$ cat src/sv/cubic_wall_unit_normal_assert.svh
// assertion macros for the wall unit normal block
// used by the top level; needs clk and arst_n in scope
`ifndef CUBIC_WALL_UNIT_NORMAL_ASSERT_SVH
`define CUBIC_WALL_UNIT_NORMAL_ASSERT_SVH
`ifndef NO_ASSERTIONS
`define CWUN_ASSERT_IMPL(label, cond, expr) \
	label: assert property (@(posedge clk) disable iff (!arst_n) (cond) |-> (expr)) \
		else $error("cwun assertion failed");
`define CWUN_ASSERT_DELAY(label, cond, dly, expr) \
	label: assert property (@(posedge clk) disable iff (!arst_n) (cond) |-> ##(dly) (expr)) \
		else $error("cwun delayed assertion failed");
`else
`define CWUN_ASSERT_IMPL(label, cond, expr)
`define CWUN_ASSERT_DELAY(label, cond, dly, expr)
`endif
`endif

$ cat src/sv/cwun_pkg.sv
// widths, constants and the sideband type of the wall unit normal pipeline
// no dependencies
`timescale 1ns / 1ps
package cwun_pkg;
	localparam int COORD_WIDTH = 32;
	localparam int NORMAL_FRAC_BITS = 14;
	localparam int K_WIDTH = 16;
	localparam int OUT_WIDTH = 16;
	localparam int PT_W = COORD_WIDTH + 3;
	localparam int W_W = 36;
	localparam int LO_W = PT_W / 2;
	localparam int HI_W = PT_W - LO_W;
	localparam int LP_W = W_W + LO_W + 1;
	localparam int HP_W = W_W + HI_W;
	localparam int T_W = W_W + PT_W + 2;
	localparam int LIMB_BITS = 24;
	localparam int EXACT_BITS = 38;
	localparam int HI_T_W = T_W - LIMB_BITS;
	localparam int EX_W = (HI_T_W > EXACT_BITS + 1) ? HI_T_W : EXACT_BITS + 2;
	localparam int M_W = T_W;
	localparam int NM_W = 31;
	localparam int RS_STEPS = $clog2(M_W);
	localparam int LS_STEPS = $clog2(NM_W);
	localparam int STEP_SPLIT = 3;
	localparam int SQ_W = 2 * NM_W + 1;
	localparam int ISQ_ITERS = 32;
	localparam int ISQ_W = 2 * ISQ_ITERS;
	localparam int ISQ_PER_STAGE = 2;
	localparam int ISQ_STAGES = ISQ_ITERS / ISQ_PER_STAGE;
	localparam int ROOT_W = ISQ_ITERS;
	localparam int Q_W = NORMAL_FRAC_BITS + 2;
	localparam int NUM_W = NM_W + NORMAL_FRAC_BITS + 1;
	localparam int DIV_W = ROOT_W + Q_W;
	localparam int DIV_PER_STAGE = 2;
	localparam int DIV_STAGES = (Q_W + DIV_PER_STAGE - 1) / DIV_PER_STAGE;
	localparam int O_W = (Q_W + 1 > OUT_WIDTH) ? Q_W + 1 : OUT_WIDTH;
	localparam int LATENCY = 13 + ISQ_STAGES + 1 + DIV_STAGES + 1;

	typedef struct packed {
		logic valid;
		logic zero;
		logic a_pos;
		logic b_neg;
		logic [NM_W-1:0] ma;
		logic [NM_W-1:0] mb;
	} cwun_side_t;
endpackage

$ cat src/sv/cwun_isqrt_pipe.sv
// pipelined integer square root, two result bits per stage
// depends on cwun_pkg
`timescale 1ns / 1ps
module cwun_isqrt_pipe (
	input  logic                           clk,
	input  logic                           arst_n,
	input  logic [cwun_pkg::SQ_W-1:0]      x,
	input  cwun_pkg::cwun_side_t           side_in,
	output logic [cwun_pkg::ROOT_W-1:0]    root,
	output cwun_pkg::cwun_side_t           side_out
);
	localparam int XW = cwun_pkg::ISQ_W;
	localparam int NS = cwun_pkg::ISQ_STAGES;

	logic [XW-1:0] rem_s [NS];
	logic [XW-1:0] res_s [NS];
	cwun_pkg::cwun_side_t side_s [NS];
	logic [XW-1:0] rem_in [NS];
	logic [XW-1:0] res_in [NS];
	cwun_pkg::cwun_side_t sd_in [NS];
	logic [XW-1:0] rem_nx [NS];
	logic [XW-1:0] res_nx [NS];

	genvar g;
	for (g = 0; g < NS; g++) begin : g_stage
		if (g == 0) begin : g_first
			assign rem_in[g] = XW'(x);
			assign res_in[g] = '0;
			assign sd_in[g] = side_in;
		end else begin : g_next
			assign rem_in[g] = rem_s[g-1];
			assign res_in[g] = res_s[g-1];
			assign sd_in[g] = side_s[g-1];
		end

		always_comb begin
			logic [XW-1:0] r;
			logic [XW-1:0] q;
			logic [XW-1:0] b;
			logic [XW-1:0] t;
			r = rem_in[g];
			q = res_in[g];
			for (int i = 0; i < cwun_pkg::ISQ_PER_STAGE; i++) begin
				b = XW'(1) << (2 * (cwun_pkg::ISQ_ITERS - 1 - (g * cwun_pkg::ISQ_PER_STAGE + i)));
				t = q + b;
				if (r >= t) begin
					r = r - t;
					q = (q >> 1) + b;
				end else begin
					q = q >> 1;
				end
			end
			rem_nx[g] = r;
			res_nx[g] = q;
		end

		always_ff @(posedge clk or negedge arst_n) begin
			if (!arst_n) begin
				side_s[g] <= '0;
			end else begin
				side_s[g] <= sd_in[g];
			end
		end

		always_ff @(posedge clk) begin
			rem_s[g] <= rem_nx[g];
			res_s[g] <= res_nx[g];
		end
	end

	assign root = res_s[NS-1][cwun_pkg::ROOT_W-1:0];
	assign side_out = side_s[NS-1];
endmodule

$ cat config.mk
export PLATFORM = sky130hd
export DESIGN_NAME = cwun_isqrt_pipe
export DESIGN_NICKNAME = d
export VERILOG_FILES = /design/src/sv/cubic_wall_unit_normal_assert.svh /design/src/sv/cwun_pkg.sv /design/src/sv/cwun_isqrt_pipe.sv
export SDC_FILE = /design/constraint.sdc
export NUM_CORES = 2
export LEC_CHECK = 0
export CORE_ASPECT_RATIO = 1.75
export CORE_MARGIN = 2
export CORE_UTILIZATION = 25
export CTS_CLUSTER_DIAMETER = 150
export DETAILED_ROUTE_END_ITERATION = 7
export DONT_BUFFER_PORTS = 1
export HOLD_SLACK_MARGIN = 0.03
export PLACE_DENSITY_LB_ADDON = 0.05
export SETUP_SLACK_MARGIN = 0.1
export SYNTH_ARGS = -nofsm -noshare
export SYNTH_HDL_FRONTEND = slang
export SYNTH_SLANG_ARGS = --single-unit
$ cat constraint.sdc
create_clock -name clk -period 11.22 [get_ports clk]
set_input_delay 0 -clock clk [delete_from_list [all_inputs] [get_ports clk]]
set_output_delay 0 -clock clk [all_outputs]
set_load 0.02 [all_outputs]
==> metrics <==
Most used DFF post-synth dfxtp_1; most common cell after layout, fill and taps aside dfxtp_1; chip width 475 um; Critical Path Fanout Max 33; largest family of logic cells by synthesized area simple AND/OR/NAND/NOR gates; cts hold-fix bufs 268; Detail Route Antenna Nets 0; register area share after synthesis 52.7%; vias post-DR 69400; IO Port Bufs 0; final core occ 29.6%; async set or reset register ratio after synthesis 46.2%; Final #Nets 10600; Synth cell types 99; Post-CTS Resized 0; Starting Density 25.1%; Syn Inst Count 9485; Num CTS Buffers 239; Die Y-Extent 828 um; wire length of the first global-routing pass 486000 um; Int Power 17900 uW; Hold WC Path Type in -> reg; layout cells sized above 1 6.67%; CTS Sinks 2288; drt initial violations 2987; post-synthesis xor/xnor area fraction 7.54%; Switch Pwr 10700 uW; post-route minimum period 9.54 ns; I/O pin count 229; clk_lat worst skew 0.95 ns; number of synthesized flops with an enable pin 0; Synth area leaders dfrtp_1, dfxtp_1, ha_1; Worst slew margin 8.57%; row count 302; Hold Path Stages 2; worst setup path startpoint rem_s[1][370]; Clk pwr share 28.5%; dpl cell area 0.103 mm^2; antenna violations before repair 5; Slew @ Worst Pin 1.36 ns; Post-Syn Area per Cell 10.2 um^2; final instance area 0.114 mm^2; worst r2r src rem_s[1][370]; cell taking the most area after synthesis dfrtp_1; wire per inst 21.7 um; area growth from synthesis to layout 17.8%; Power Dens Cells 250 mW/mm^2; CTS clk-pin slew, worst paths 0.07 ns; Hold Crit Start side_in[51]; critical path arrival 10.38 ns; max frequency 105 MHz; power share of the sequential group 36.7%; Reg2Reg Setup Slack 1.68 ns; Pre-antenna DRT Iters 5; RSZ-0062 raised after global routing no; most frequent cells in the layout dfxtp_1, dfrtp_1, nor2_1; vias in the first global route 76000; WHS Endpoint sd_in[975]; final setup fails 0; gr usage total 16.6%; largest net degree at the start of global routing 287; worst setup path class reg -> reg; share of total power in combinational logic 34.8%; Placeable Area 0.386 mm^2; die area 0.393 mm^2; Startpoint Class register; Clock Path Buffers 4; routed wire length 330000 um; post-synthesis mux area share 1.06%; final hold violations 0; outcome finished, final reports clean; Mapped Nets 10200; CTS tree built; number of synthesized register bits 2288; Clock Root Buffer clkbuf_16; Yosys warnings 0; crit share post-route 85.0%; post-synthesis simple-gate area fraction 15.1%; H-tree depth 4; endpoint type of the worst setup path register; WHS 0.141 ns; DRC 0; Sw Ratio 37.3%; worst endpoint required time 12.06 ns; Max IR drop VDD 0.167 mV; Cell Area, Synth 0.0969 mm^2; Yosys top cell area share 27.3%; grt total ovfl 0; Adder-Cell Fraction of Synth Area 7.36%; Worst R2R Path Depth 23; reg-to-reg endpoint rem_s[1][425]; Max Cap Viol 0; routability cong. 0.905; routed vias/inst 4.56; Leak Pwr 0.0495 uW; max-slew violations 0; Setup Buffers After CTS 0; Compound-Gate Fraction of Synth Area 13.3%; Pwr Total 28600 uW; hpwl dp 266000 um; Layout Skew 0.104 ns
==> flip-flops by register name, summed over array words and instances, names as in the netlist <==
name,cells
side_out,66
sd_in,990
rem_s,960
res_s,272
==> synthesized netlist by cell type, types with 67 or more instances <==
| library cell | n |
|---|---|
| dfrtp_1 | 1056 |
| a21oi_1 | 731 |
| nor3_1 | 207 |
| a21o_1 | 269 |
| and2_1 | 67 |
| ha_1 | 570 |
| o21a_1 | 90 |
| o21bai_1 | 74 |
| o21ai_0 | 409 |
| nand4_1 | 192 |
| xnor2_1 | 511 |
| nand2_1 | 669 |
| xor2_1 | 324 |
| nor4_1 | 226 |
| dfxtp_1 | 1232 |
| clkbuf_1 | 186 |
| nand2b_1 | 73 |
| nand3_1 | 183 |
| nor2b_1 | 103 |
| or3_1 | 102 |
| inv_1 | 487 |
| nor2_1 | 753 |
==> through the flow <==
stage | TNS, ns | setup slack, ns | instances
after floorplan | 0 | 4.77 | 9485
after global placement | -7.12 | -0.349 | 14500
after detailed placement | 0 | 1.25 | 14500
after CTS | 0 | 1.22 | 15200
after global routing | 0 | 1.22 | 15200
final | 0 | 1.68 | 15200
==> kinds of logic (layout without fill, tap and decap cells) <==
| kind of cell | count (synthesis) | in the layout |
|---|---|---|
| simple gates | 2906 | 2906 |
| flops | 2288 | 2288 |
| compound gates | 2054 | 2054 |
| xor+xnor | 835 | 835 |
| buf+inv | 738 | 1292 |
| fa+ha+maj | 570 | 570 |
| mux | 94 | 94 |
| other cells | 0 | 10 |
==> worst max-delay path by stage <==
stage                          to
finish              rem_s[1][425]
global route        rem_s[1][425]
CTS                 rem_s[1][425]
detailed placement  rem_s[1][425]
global placement    rem_s[1][425]
floorplan           rem_s[1][380]
==> metal layers <==
metal	share of wire [%]	GRT usage (%)	vias up
met1	31	13.6	33400
met2	60	35.8	1262
met4	7.2	10.6	0
met3	2.1	1.55	684
met5	0	0	-
li1	-	-	34100
==> layout make-up <==
type,count,area [um^2]
sequential,2288,51100
clock buffer,322,6730
clock inverter,108,1310
antenna,10,25.0
fill,40100,272000
timing repair buffer,364,3560
tap,5168,6470
multi-input combinational,6459,43100
inverter,498,1870
==> worst max-delay path, stage by stage (launching register included) <==
cell and delay [ns]:
dfxtp_1 0.34, or4_1 0.63, nor4_2 0.51, nor4b_2 0.62
nand3_1 0.19, a21oi_1 0.99, nand2_2 0.46, inv_1 0.35
buf_4 0.40, o21ai_0 0.26, ha_1 0.47, nand4_1 0.18
or4_1 0.62, nor4_2 0.60, buf_6 0.22, nand3_1 0.46
nor4_1 0.45, a211oi_1 0.20, nand4_1 0.22, nor3_2 0.08
inv_2 0.55, nand2b_1 0.20, nor3_1 0.23, xor2_1 0.20
==> power groups by stage <==
stage | sequential [uW] | clock (uW) | combinational [uW]
final | 10500 | 8160 | 9950
after global routing | 10600 | 8850 | 11000
after CTS | 10500 | 8590 | 10100
after detailed placement | 10700 | 0 | 9920
after global placement | 10700 | 0 | 9930
after floorplan | 10100 | 0 | 7130
No activity file was read; power rests on OpenSTA's default activity.
