<file path="src/sv/cubic_wall_unit_normal_assert.svh">
// assertion macros for the wall unit normal block
// used by the top level; needs clk and arst_n in scope
`ifndef CUBIC_WALL_UNIT_NORMAL_ASSERT_SVH
`define CUBIC_WALL_UNIT_NORMAL_ASSERT_SVH
`ifndef NO_ASSERTIONS
`define CWUN_ASSERT_IMPL(label, cond, expr) \
	label: assert property (@(posedge clk) disable iff (!arst_n) (cond) |-> (expr)) \
		else $error("cwun assertion failed");
`define CWUN_ASSERT_DELAY(label, cond, dly, expr) \
	label: assert property (@(posedge clk) disable iff (!arst_n) (cond) |-> ##(dly) (expr)) \
		else $error("cwun delayed assertion failed");
`else
`define CWUN_ASSERT_IMPL(label, cond, expr)
`define CWUN_ASSERT_DELAY(label, cond, dly, expr)
`endif
`endif

</file>
<file path="src/sv/cwun_pkg.sv">
// widths, constants and the sideband type of the wall unit normal pipeline
// no dependencies
`timescale 1ns / 1ps
package cwun_pkg;
	localparam int COORD_WIDTH = 32;
	localparam int NORMAL_FRAC_BITS = 14;
	localparam int K_WIDTH = 16;
	localparam int OUT_WIDTH = 16;
	localparam int PT_W = COORD_WIDTH + 3;
	localparam int W_W = 36;
	localparam int LO_W = PT_W / 2;
	localparam int HI_W = PT_W - LO_W;
	localparam int LP_W = W_W + LO_W + 1;
	localparam int HP_W = W_W + HI_W;
	localparam int T_W = W_W + PT_W + 2;
	localparam int LIMB_BITS = 24;
	localparam int EXACT_BITS = 38;
	localparam int HI_T_W = T_W - LIMB_BITS;
	localparam int EX_W = (HI_T_W > EXACT_BITS + 1) ? HI_T_W : EXACT_BITS + 2;
	localparam int M_W = T_W;
	localparam int NM_W = 31;
	localparam int RS_STEPS = $clog2(M_W);
	localparam int LS_STEPS = $clog2(NM_W);
	localparam int STEP_SPLIT = 3;
	localparam int SQ_W = 2 * NM_W + 1;
	localparam int ISQ_ITERS = 32;
	localparam int ISQ_W = 2 * ISQ_ITERS;
	localparam int ISQ_PER_STAGE = 2;
	localparam int ISQ_STAGES = ISQ_ITERS / ISQ_PER_STAGE;
	localparam int ROOT_W = ISQ_ITERS;
	localparam int Q_W = NORMAL_FRAC_BITS + 2;
	localparam int NUM_W = NM_W + NORMAL_FRAC_BITS + 1;
	localparam int DIV_W = ROOT_W + Q_W;
	localparam int DIV_PER_STAGE = 2;
	localparam int DIV_STAGES = (Q_W + DIV_PER_STAGE - 1) / DIV_PER_STAGE;
	localparam int O_W = (Q_W + 1 > OUT_WIDTH) ? Q_W + 1 : OUT_WIDTH;
	localparam int LATENCY = 13 + ISQ_STAGES + 1 + DIV_STAGES + 1;

	typedef struct packed {
		logic valid;
		logic zero;
		logic a_pos;
		logic b_neg;
		logic [NM_W-1:0] ma;
		logic [NM_W-1:0] mb;
	} cwun_side_t;
endpackage

</file>
<file path="src/sv/cwun_div_pipe.sv">
// pair of pipelined restoring dividers sharing one divisor
// depends on cwun_pkg
`timescale 1ns / 1ps
module cwun_div_pipe (
	input  logic                           clk,
	input  logic                           arst_n,
	input  logic [cwun_pkg::NUM_W-1:0]     num_x,
	input  logic [cwun_pkg::NUM_W-1:0]     num_y,
	input  logic [cwun_pkg::ROOT_W-1:0]    den,
	input  cwun_pkg::cwun_side_t           side_in,
	output logic [cwun_pkg::Q_W-1:0]       quot_x,
	output logic [cwun_pkg::Q_W-1:0]       quot_y,
	output cwun_pkg::cwun_side_t           side_out
);
	localparam int DW = cwun_pkg::DIV_W;
	localparam int QW = cwun_pkg::Q_W;
	localparam int NS = cwun_pkg::DIV_STAGES;
	localparam int PS = cwun_pkg::DIV_PER_STAGE;

	logic [DW-1:0] rx_s [NS];
	logic [DW-1:0] ry_s [NS];
	logic [QW-1:0] qx_s [NS];
	logic [QW-1:0] qy_s [NS];
	logic [cwun_pkg::ROOT_W-1:0] d_s [NS];
	cwun_pkg::cwun_side_t side_s [NS];
	logic [DW-1:0] rx_in [NS];
	logic [DW-1:0] ry_in [NS];
	logic [QW-1:0] qx_in [NS];
	logic [QW-1:0] qy_in [NS];
	logic [cwun_pkg::ROOT_W-1:0] d_in [NS];
	cwun_pkg::cwun_side_t sd_in [NS];
	logic [DW-1:0] rx_nx [NS];
	logic [DW-1:0] ry_nx [NS];
	logic [QW-1:0] qx_nx [NS];
	logic [QW-1:0] qy_nx [NS];

	genvar g;
	for (g = 0; g < NS; g++) begin : g_stage
		if (g == 0) begin : g_first
			assign rx_in[g] = DW'(num_x);
			assign ry_in[g] = DW'(num_y);
			assign qx_in[g] = '0;
			assign qy_in[g] = '0;
			assign d_in[g] = den;
			assign sd_in[g] = side_in;
		end else begin : g_next
			assign rx_in[g] = rx_s[g-1];
			assign ry_in[g] = ry_s[g-1];
			assign qx_in[g] = qx_s[g-1];
			assign qy_in[g] = qy_s[g-1];
			assign d_in[g] = d_s[g-1];
			assign sd_in[g] = side_s[g-1];
		end

		always_comb begin
			logic [DW-1:0] rx;
			logic [DW-1:0] ry;
			logic [QW-1:0] qx;
			logic [QW-1:0] qy;
			logic [DW-1:0] dd;
			rx = rx_in[g];
			ry = ry_in[g];
			qx = qx_in[g];
			qy = qy_in[g];
			dd = '0;
			for (int i = 0; i < PS; i++) begin
				if (g * PS + i < QW) begin
					dd = DW'(d_in[g]) << (QW - 1 - (g * PS + i));
					if (rx >= dd) begin
						rx = rx - dd;
						qx = {qx[QW-2:0], 1'b1};
					end else begin
						qx = {qx[QW-2:0], 1'b0};
					end
					if (ry >= dd) begin
						ry = ry - dd;
						qy = {qy[QW-2:0], 1'b1};
					end else begin
						qy = {qy[QW-2:0], 1'b0};
					end
				end
			end
			rx_nx[g] = rx;
			ry_nx[g] = ry;
			qx_nx[g] = qx;
			qy_nx[g] = qy;
		end

		always_ff @(posedge clk or negedge arst_n) begin
			if (!arst_n) begin
				side_s[g] <= '0;
			end else begin
				side_s[g] <= sd_in[g];
			end
		end

		always_ff @(posedge clk) begin
			rx_s[g] <= rx_nx[g];
			ry_s[g] <= ry_nx[g];
			qx_s[g] <= qx_nx[g];
			qy_s[g] <= qy_nx[g];
			d_s[g] <= d_in[g];
		end
	end

	assign quot_x = qx_s[NS-1];
	assign quot_y = qy_s[NS-1];
	assign side_out = side_s[NS-1];
endmodule

</file>
<file path="config.mk">
export PLATFORM = sky130hd
export DESIGN_NAME = cwun_div_pipe
export DESIGN_NICKNAME = d
export VERILOG_FILES = /design/src/sv/cubic_wall_unit_normal_assert.svh /design/src/sv/cwun_pkg.sv /design/src/sv/cwun_div_pipe.sv
export SDC_FILE = /design/constraint.sdc
export NUM_CORES = 2
export LEC_CHECK = 0
export BUFFER_PORTS_ARGS = -buffer_cell sky130_fd_sc_hd__buf_2
export CORE_ASPECT_RATIO = 1.25
export CORE_MARGIN = 5
export CORE_UTILIZATION = 58
export CTS_CLUSTER_SIZE = 20
export DETAILED_ROUTE_END_ITERATION = 7
export PLACE_DENSITY = 0.9
export REMOVE_ABC_BUFFERS = 1
export SKIP_LAST_GASP = 1
export SLEW_MARGIN = 5
export SYNTH_ARGS = -nofsm -noshare
export SYNTH_HDL_FRONTEND = slang
export SYNTH_SLANG_ARGS = --single-unit
export TNS_END_PERCENT = 10
</file>
<file path="constraint.sdc">
create_clock -name clk -period 7.09 [get_ports clk]
set_clock_uncertainty 0.1 [all_clocks]
set_input_delay 2.127 -clock clk [delete_from_list [all_inputs] [get_ports clk]]
set_output_delay 2.127 -clock clk [all_outputs]
set_load 0.005 [all_outputs]
</file>
==> flow_summary.toml, run 1 <==
[floorplan]
dieWidth_um = 381.4
initial_core_util_pct = 58.26
rows = 170
ios = 290
die_h_um = 474.3

[clocking]
root_buffer = "clkbuf_16"
clk_path_buf_depth = 3
clkSinkCount = 1568
hold_buffers = 0
cts.htree.levels = 4
cts_inserted_buffers = 156

[synthesis]
synth_area_mm2 = 0.1000
synth-seq-area-share_pct = 34.03
synthArstFlopShare_pct = 33.67
synth-edff-count = 0
syn_area_per_cell_um2 = 8.746
synth_ff_type = "dfxtp_1"
synth_cells = 11435
synth-seq-cells = 1568
synth.distinct_cells = 95
yosys_warnings = 0

[place]
dp.cells = 16466
post-place-ws_ns = -2.320
port_buffers = 289
place_hpwl_mm = 342.4
routabilityCongestion = 1.136

[global_route]
grt_pass1_vias = 119633
grt_use_total_pct = 51.58
grt_max_degree = 158
grt_first_pass_wirelength_mm = 706.6
grt.overflow.total = 11

[outcome]
lastStage = "global routing (5_1_grt)"
tool.error = "[ERROR GRT-0116] Global routing finished with congestion. Check the congestion regions in the DRC Viewer."
status = "aborted with a tool error"
==> timing repair <==
item | 4_1_cts
gates cloned | 5
resized for setup | 173
setup buffers | 56
pin swaps | 52
setup endpoints to repair | 415
==> stage by stage <==
stage          instance area (um^2)  util [%]
3_5_place_dp                 124700     72.65
2_1_floorplan                 98900         -
3_3_place_gp                 124700     72.65
4_1_cts                      131500     76.60
==> kinds of logic after synthesis <==
kind of cell             share of synthesized area (%)
AO/OA/AOI/OAI                                    21.30
AND/OR/NAND/NOR                                  15.31
flip-flops                                       34.03
adder cells (fa/ha/maj)                          13.39
XOR/XNOR                                         8.618
buffers and inverters                            3.280
multiplexers                                     4.080
==> routing by layer <==
layer / GRT usage [%] / overflow
met5: 7.810 / 0
met4: 63.87 / 7
met3: 20.59 / 1
met2: 83.75 / 3
met1: 43.09 / 0
==> synthesized netlist by cell type, types with 27 or more instances <==
master | n | area [um^2]
o211ai_1 | 59 | 442.9
a21oi_1 | 1135 | 5680
clkbuf_1 | 230 | 863.3
nor2_1 | 845 | 3172
nand3_1 | 234 | 1171
nand4_1 | 184 | 1151
and3_1 | 93 | 581.8
a211o_1 | 29 | 254.0
nand2b_1 | 133 | 832.1
or3_1 | 69 | 431.7
fa_1 | 30 | 600.6
o21ai_0 | 745 | 3729
mux2_2 | 325 | 3660
nor2b_1 | 127 | 794.5
a31oi_1 | 87 | 544.3
nand2_1 | 951 | 3570
a21boi_0 | 40 | 300.3
or2_2 | 41 | 256.5
dfxtp_1 | 1040 | 20820
xor2_1 | 301 | 2636
a211oi_1 | 91 | 683.2
buf_1 | 28 | 105.1
o21bai_1 | 167 | 1254
and2_1 | 68 | 425.4
inv_1 | 572 | 2147
nor3b_1 | 27 | 202.7
nor3_1 | 188 | 940.9
mux2i_1 | 36 | 360.4
o21a_1 | 100 | 750.7
o31ai_1 | 91 | 683.2
or4_1 | 38 | 285.3
nor4_1 | 95 | 594.3
a21o_1 | 570 | 4279
ha_1 | 1022 | 12790
dfrtp_1 | 528 | 13210
xnor2_1 | 683 | 5982
and4_1 | 27 | 236.5
==> run 2, diff against run 1 <==
--- a/config.mk
+++ b/config.mk
@@ -6,12 +6,10 @@
 export NUM_CORES = 2
 export LEC_CHECK = 0
 export BUFFER_PORTS_ARGS = -buffer_cell sky130_fd_sc_hd__buf_2
-export CORE_ASPECT_RATIO = 1.25
 export CORE_MARGIN = 5
-export CORE_UTILIZATION = 58
-export CTS_CLUSTER_SIZE = 20
+export CORE_UTILIZATION = 40
 export DETAILED_ROUTE_END_ITERATION = 7
-export PLACE_DENSITY = 0.9
+export PLACE_DENSITY_LB_ADDON = 0.15
 export REMOVE_ABC_BUFFERS = 1
 export SKIP_LAST_GASP = 1
 export SLEW_MARGIN = 5
==> constraint.sdc (replaced) <==
create_clock -name clk -period 9.2 [get_ports clk]
set_clock_uncertainty 0.1 [all_clocks]
set_input_delay 2.76 -clock clk [delete_from_list [all_inputs] [get_ports clk]]
set_output_delay 2.76 -clock clk [all_outputs]
set_load 0.005 [all_outputs]
==> flow_summary.toml, run 2 <==
[run]
drv_cap = 0

[synthesis]
syn_area_per_cell_um2 = 8.746
synth-seq-cells = 1568
synth_area_mm2 = 0.1000
synth.distinct_cells = 95
synthTopCellsByArea = "dfxtp_1, dfrtp_1, ha_1, xnor2_1, a21oi_1"
synthArstFlopShare_pct = 33.67
yosys_warnings = 0
synth-seq-area-share_pct = 34.03
synth_top_cell_by_area = "dfxtp_1"
synth_cells = 11435
yosysMostFrequentCell = "a21oi_1"
synth-edff-count = 0
synth_top_area_share_pct = 20.82
synth_commonest_cells = "a21oi_1, dfxtp_1, ha_1"
synth_ff_type = "dfxtp_1"

[finish]
drive_above_1_share_pct = 13.74
ff_latch_area_mm2 = 0.03403
largest_reg_flops = 462
multi_input_area_mm2 = 0.06287
mostFrequentLayoutCell = "a21oi_1"
area_delta_synth_final_pct = 16.58
final_cell_mix = "a21oi_1, dfxtp_1, ha_1"
final_nets = 13520
num-fill-cells = 23892

[critical_path]
crit_slowest_cell = "a2111o_1"
required_ns = 9.83
endpoint_kind = "register"
cp_max_fo = 20
critPathMaxStageDelay_ns = 0.46
critPathBufInv = 7
cp_top_family = "compound AO/OA/AOI/OAI gates"
worstSetupPathType = "input port to register"
critPathLaunchType = "input port"
arrival_ns = 9.61

[sta]
max_slew_margin_pct = 22.13
worst_pin_slew_ns = 1.157
slew_violations = 0
fin_ws_ns = 0.2208
hold_viol_final = 0
setup_violations = 0
period_share_pct = 97.60
fmax_mhz = 111.4
fin_crit_ns = 8.979

[floorplan]
dieWidth_um = 510.0
die_h_um = 510.0
initial_core_util_pct = 40.22
ios = 290
die_area_mm2 = 0.2601
rows = 183
core_mm2 = 0.2487

[place]
port_buffers = 289
place_hpwl_mm = 313.8
post-place-ws_ns = -0.8305
routabilityCongestion = 0.9712

[route]
via_count = 87303
drt_iter0_drc = 4928
post_drt_via_cell_ratio = 5.538
route.detailed.drc = 0
ant_nets = 0
wl_per_cell_um = 23.58
routed_wl_mm = 371.7
drt_first_pass_iters = 6

[clocking]
cts.clk_slew.worst_paths_ns = 0.06
root_buffer = "clkbuf_16"
clkSinkCount = 1568
clkLatencyLatePin_ns = 0.88
cts_inserted_buffers = 177
ctsResizeCount = 0
cts_tree = "done"
cts.htree.levels = 4
hold_buffers = 0
post_cts_buffers = 0
clk_path_buf_depth = 3

[hold_path]
hold_class = "register to register"

[outcome]
status = "finished, final reports clean"

[global_route]
grt_pass1_vias = 90351
antenna_found_initial = 17
grt_first_pass_wirelength_mm = 549.1
grt_use_total_pct = 27.87
grt.overflow.total = 0
grt_max_degree = 181

[power]
power.internal_mw = 29.54
irDropWorstVdd_mv = 0.2142
powerDensity_mw_per_mm2 = 479.0
p_total_mw = 55.84
p_clk_share_pct = 13.9
combPwrFrac_pct = 68.0
power_frac_seq_pct = 18.0
switchingPower_mw = 26.31
p_leak_nw = 52.74
p_sw_share_pct = 47.11
==> run 2: cell counts after synthesis <==
No cell type changed its count.
==> run 2: worst reg2reg max path: cells and delay by family, from the launching register on <==
family	cells	cell delay (ns)
AOI/OAI and AO/OA	15	3.75
and+or+nand+nor	4	0.63
adders and majority gates	2	0.78
muxes	2	0.90
buffers and inverters	7	1.63
DFF	1	0.51
==> run 2: area by class of cell <==
| class | count | area share [%] |
|---|---|---|
| Antenna cell | 9 | 0.01932 |
| Clock buffer | 232 | 4.287 |
| Clock inverter | 95 | 1.390 |
| Inverter | 580 | 1.867 |
| Multi-Input combinational cell | 9005 | 53.93 |
| Sequential cell | 1568 | 29.19 |
| Tap cell | 3330 | 3.574 |
| Timing Repair Buffer | 944 | 5.746 |
==> run 2: per-stage QoR <==
step | utilization (%) | setup TNS, ns | std cells | cell area, um^2 | hold WS (ns)
floorplan | - | -427.36 | 11153 | 98900 | 0.2096
global placement | 44.21 | -26.26 | 15427 | 109900 | 0.2096
detailed placement | 44.21 | -29.71 | 15427 | 109900 | 0.2121
CTS | 46.88 | 0 | 15754 | 116600 | 0.1955
global route | 46.88 | -0.3462 | 15758 | 116600 | 0.1980
finish | 46.89 | 0 | 15763 | 116600 | 0.1975
==> run 2: power by group through the flow <==
| stage | clock network, mW | logic (mW) | registers (mW) |
|---|---|---|---|
| after global routing | 8.29 | 41.7 | 10.2 |
| after floorplan | 0 | 26.8 | 9.59 |
| final | 7.78 | 38.0 | 10.1 |
| after detailed placement | 0 | 37.5 | 10.2 |
| after CTS | 8.01 | 37.8 | 10.0 |
| after global placement | 0 | 37.1 | 10.2 |
==> run 2: kinds of logic after synthesis <==
logic type / synth area share [%]
XOR/XNOR: 8.618
AND/OR/NAND/NOR: 15.31
buffers and inverters: 3.280
flip-flops: 34.03
AO/OA/AOI/OAI: 21.30
multiplexers: 4.080
adder cells (fa/ha/maj): 13.39
==> run 2: worst paths after layout <==
kind,startpoint,to,slack (ns),cells past startpoint
max,den[3],rx_s[0][15],0.22,31
max in group asynchronous,arst_n,sd_in[220],5.38,2
min reg2reg,sd_in[434],sd_in[368],0.20,0
max reg2reg,d_s[0][1],ry_s[1][15],0.77,30
min,sd_in[434],sd_in[368],0.20,0
min in group asynchronous,arst_n,sd_in[402],1.95,1
==> run 2: routing by layer <==
metal	wire (um)	global-route usage [%]
met2	193100	52.82
met4	31700	20.18
met5	14	0
met1	137000	28.50
met3	9824	2.494
Note: power is estimated with default switching activity, not from simulation.
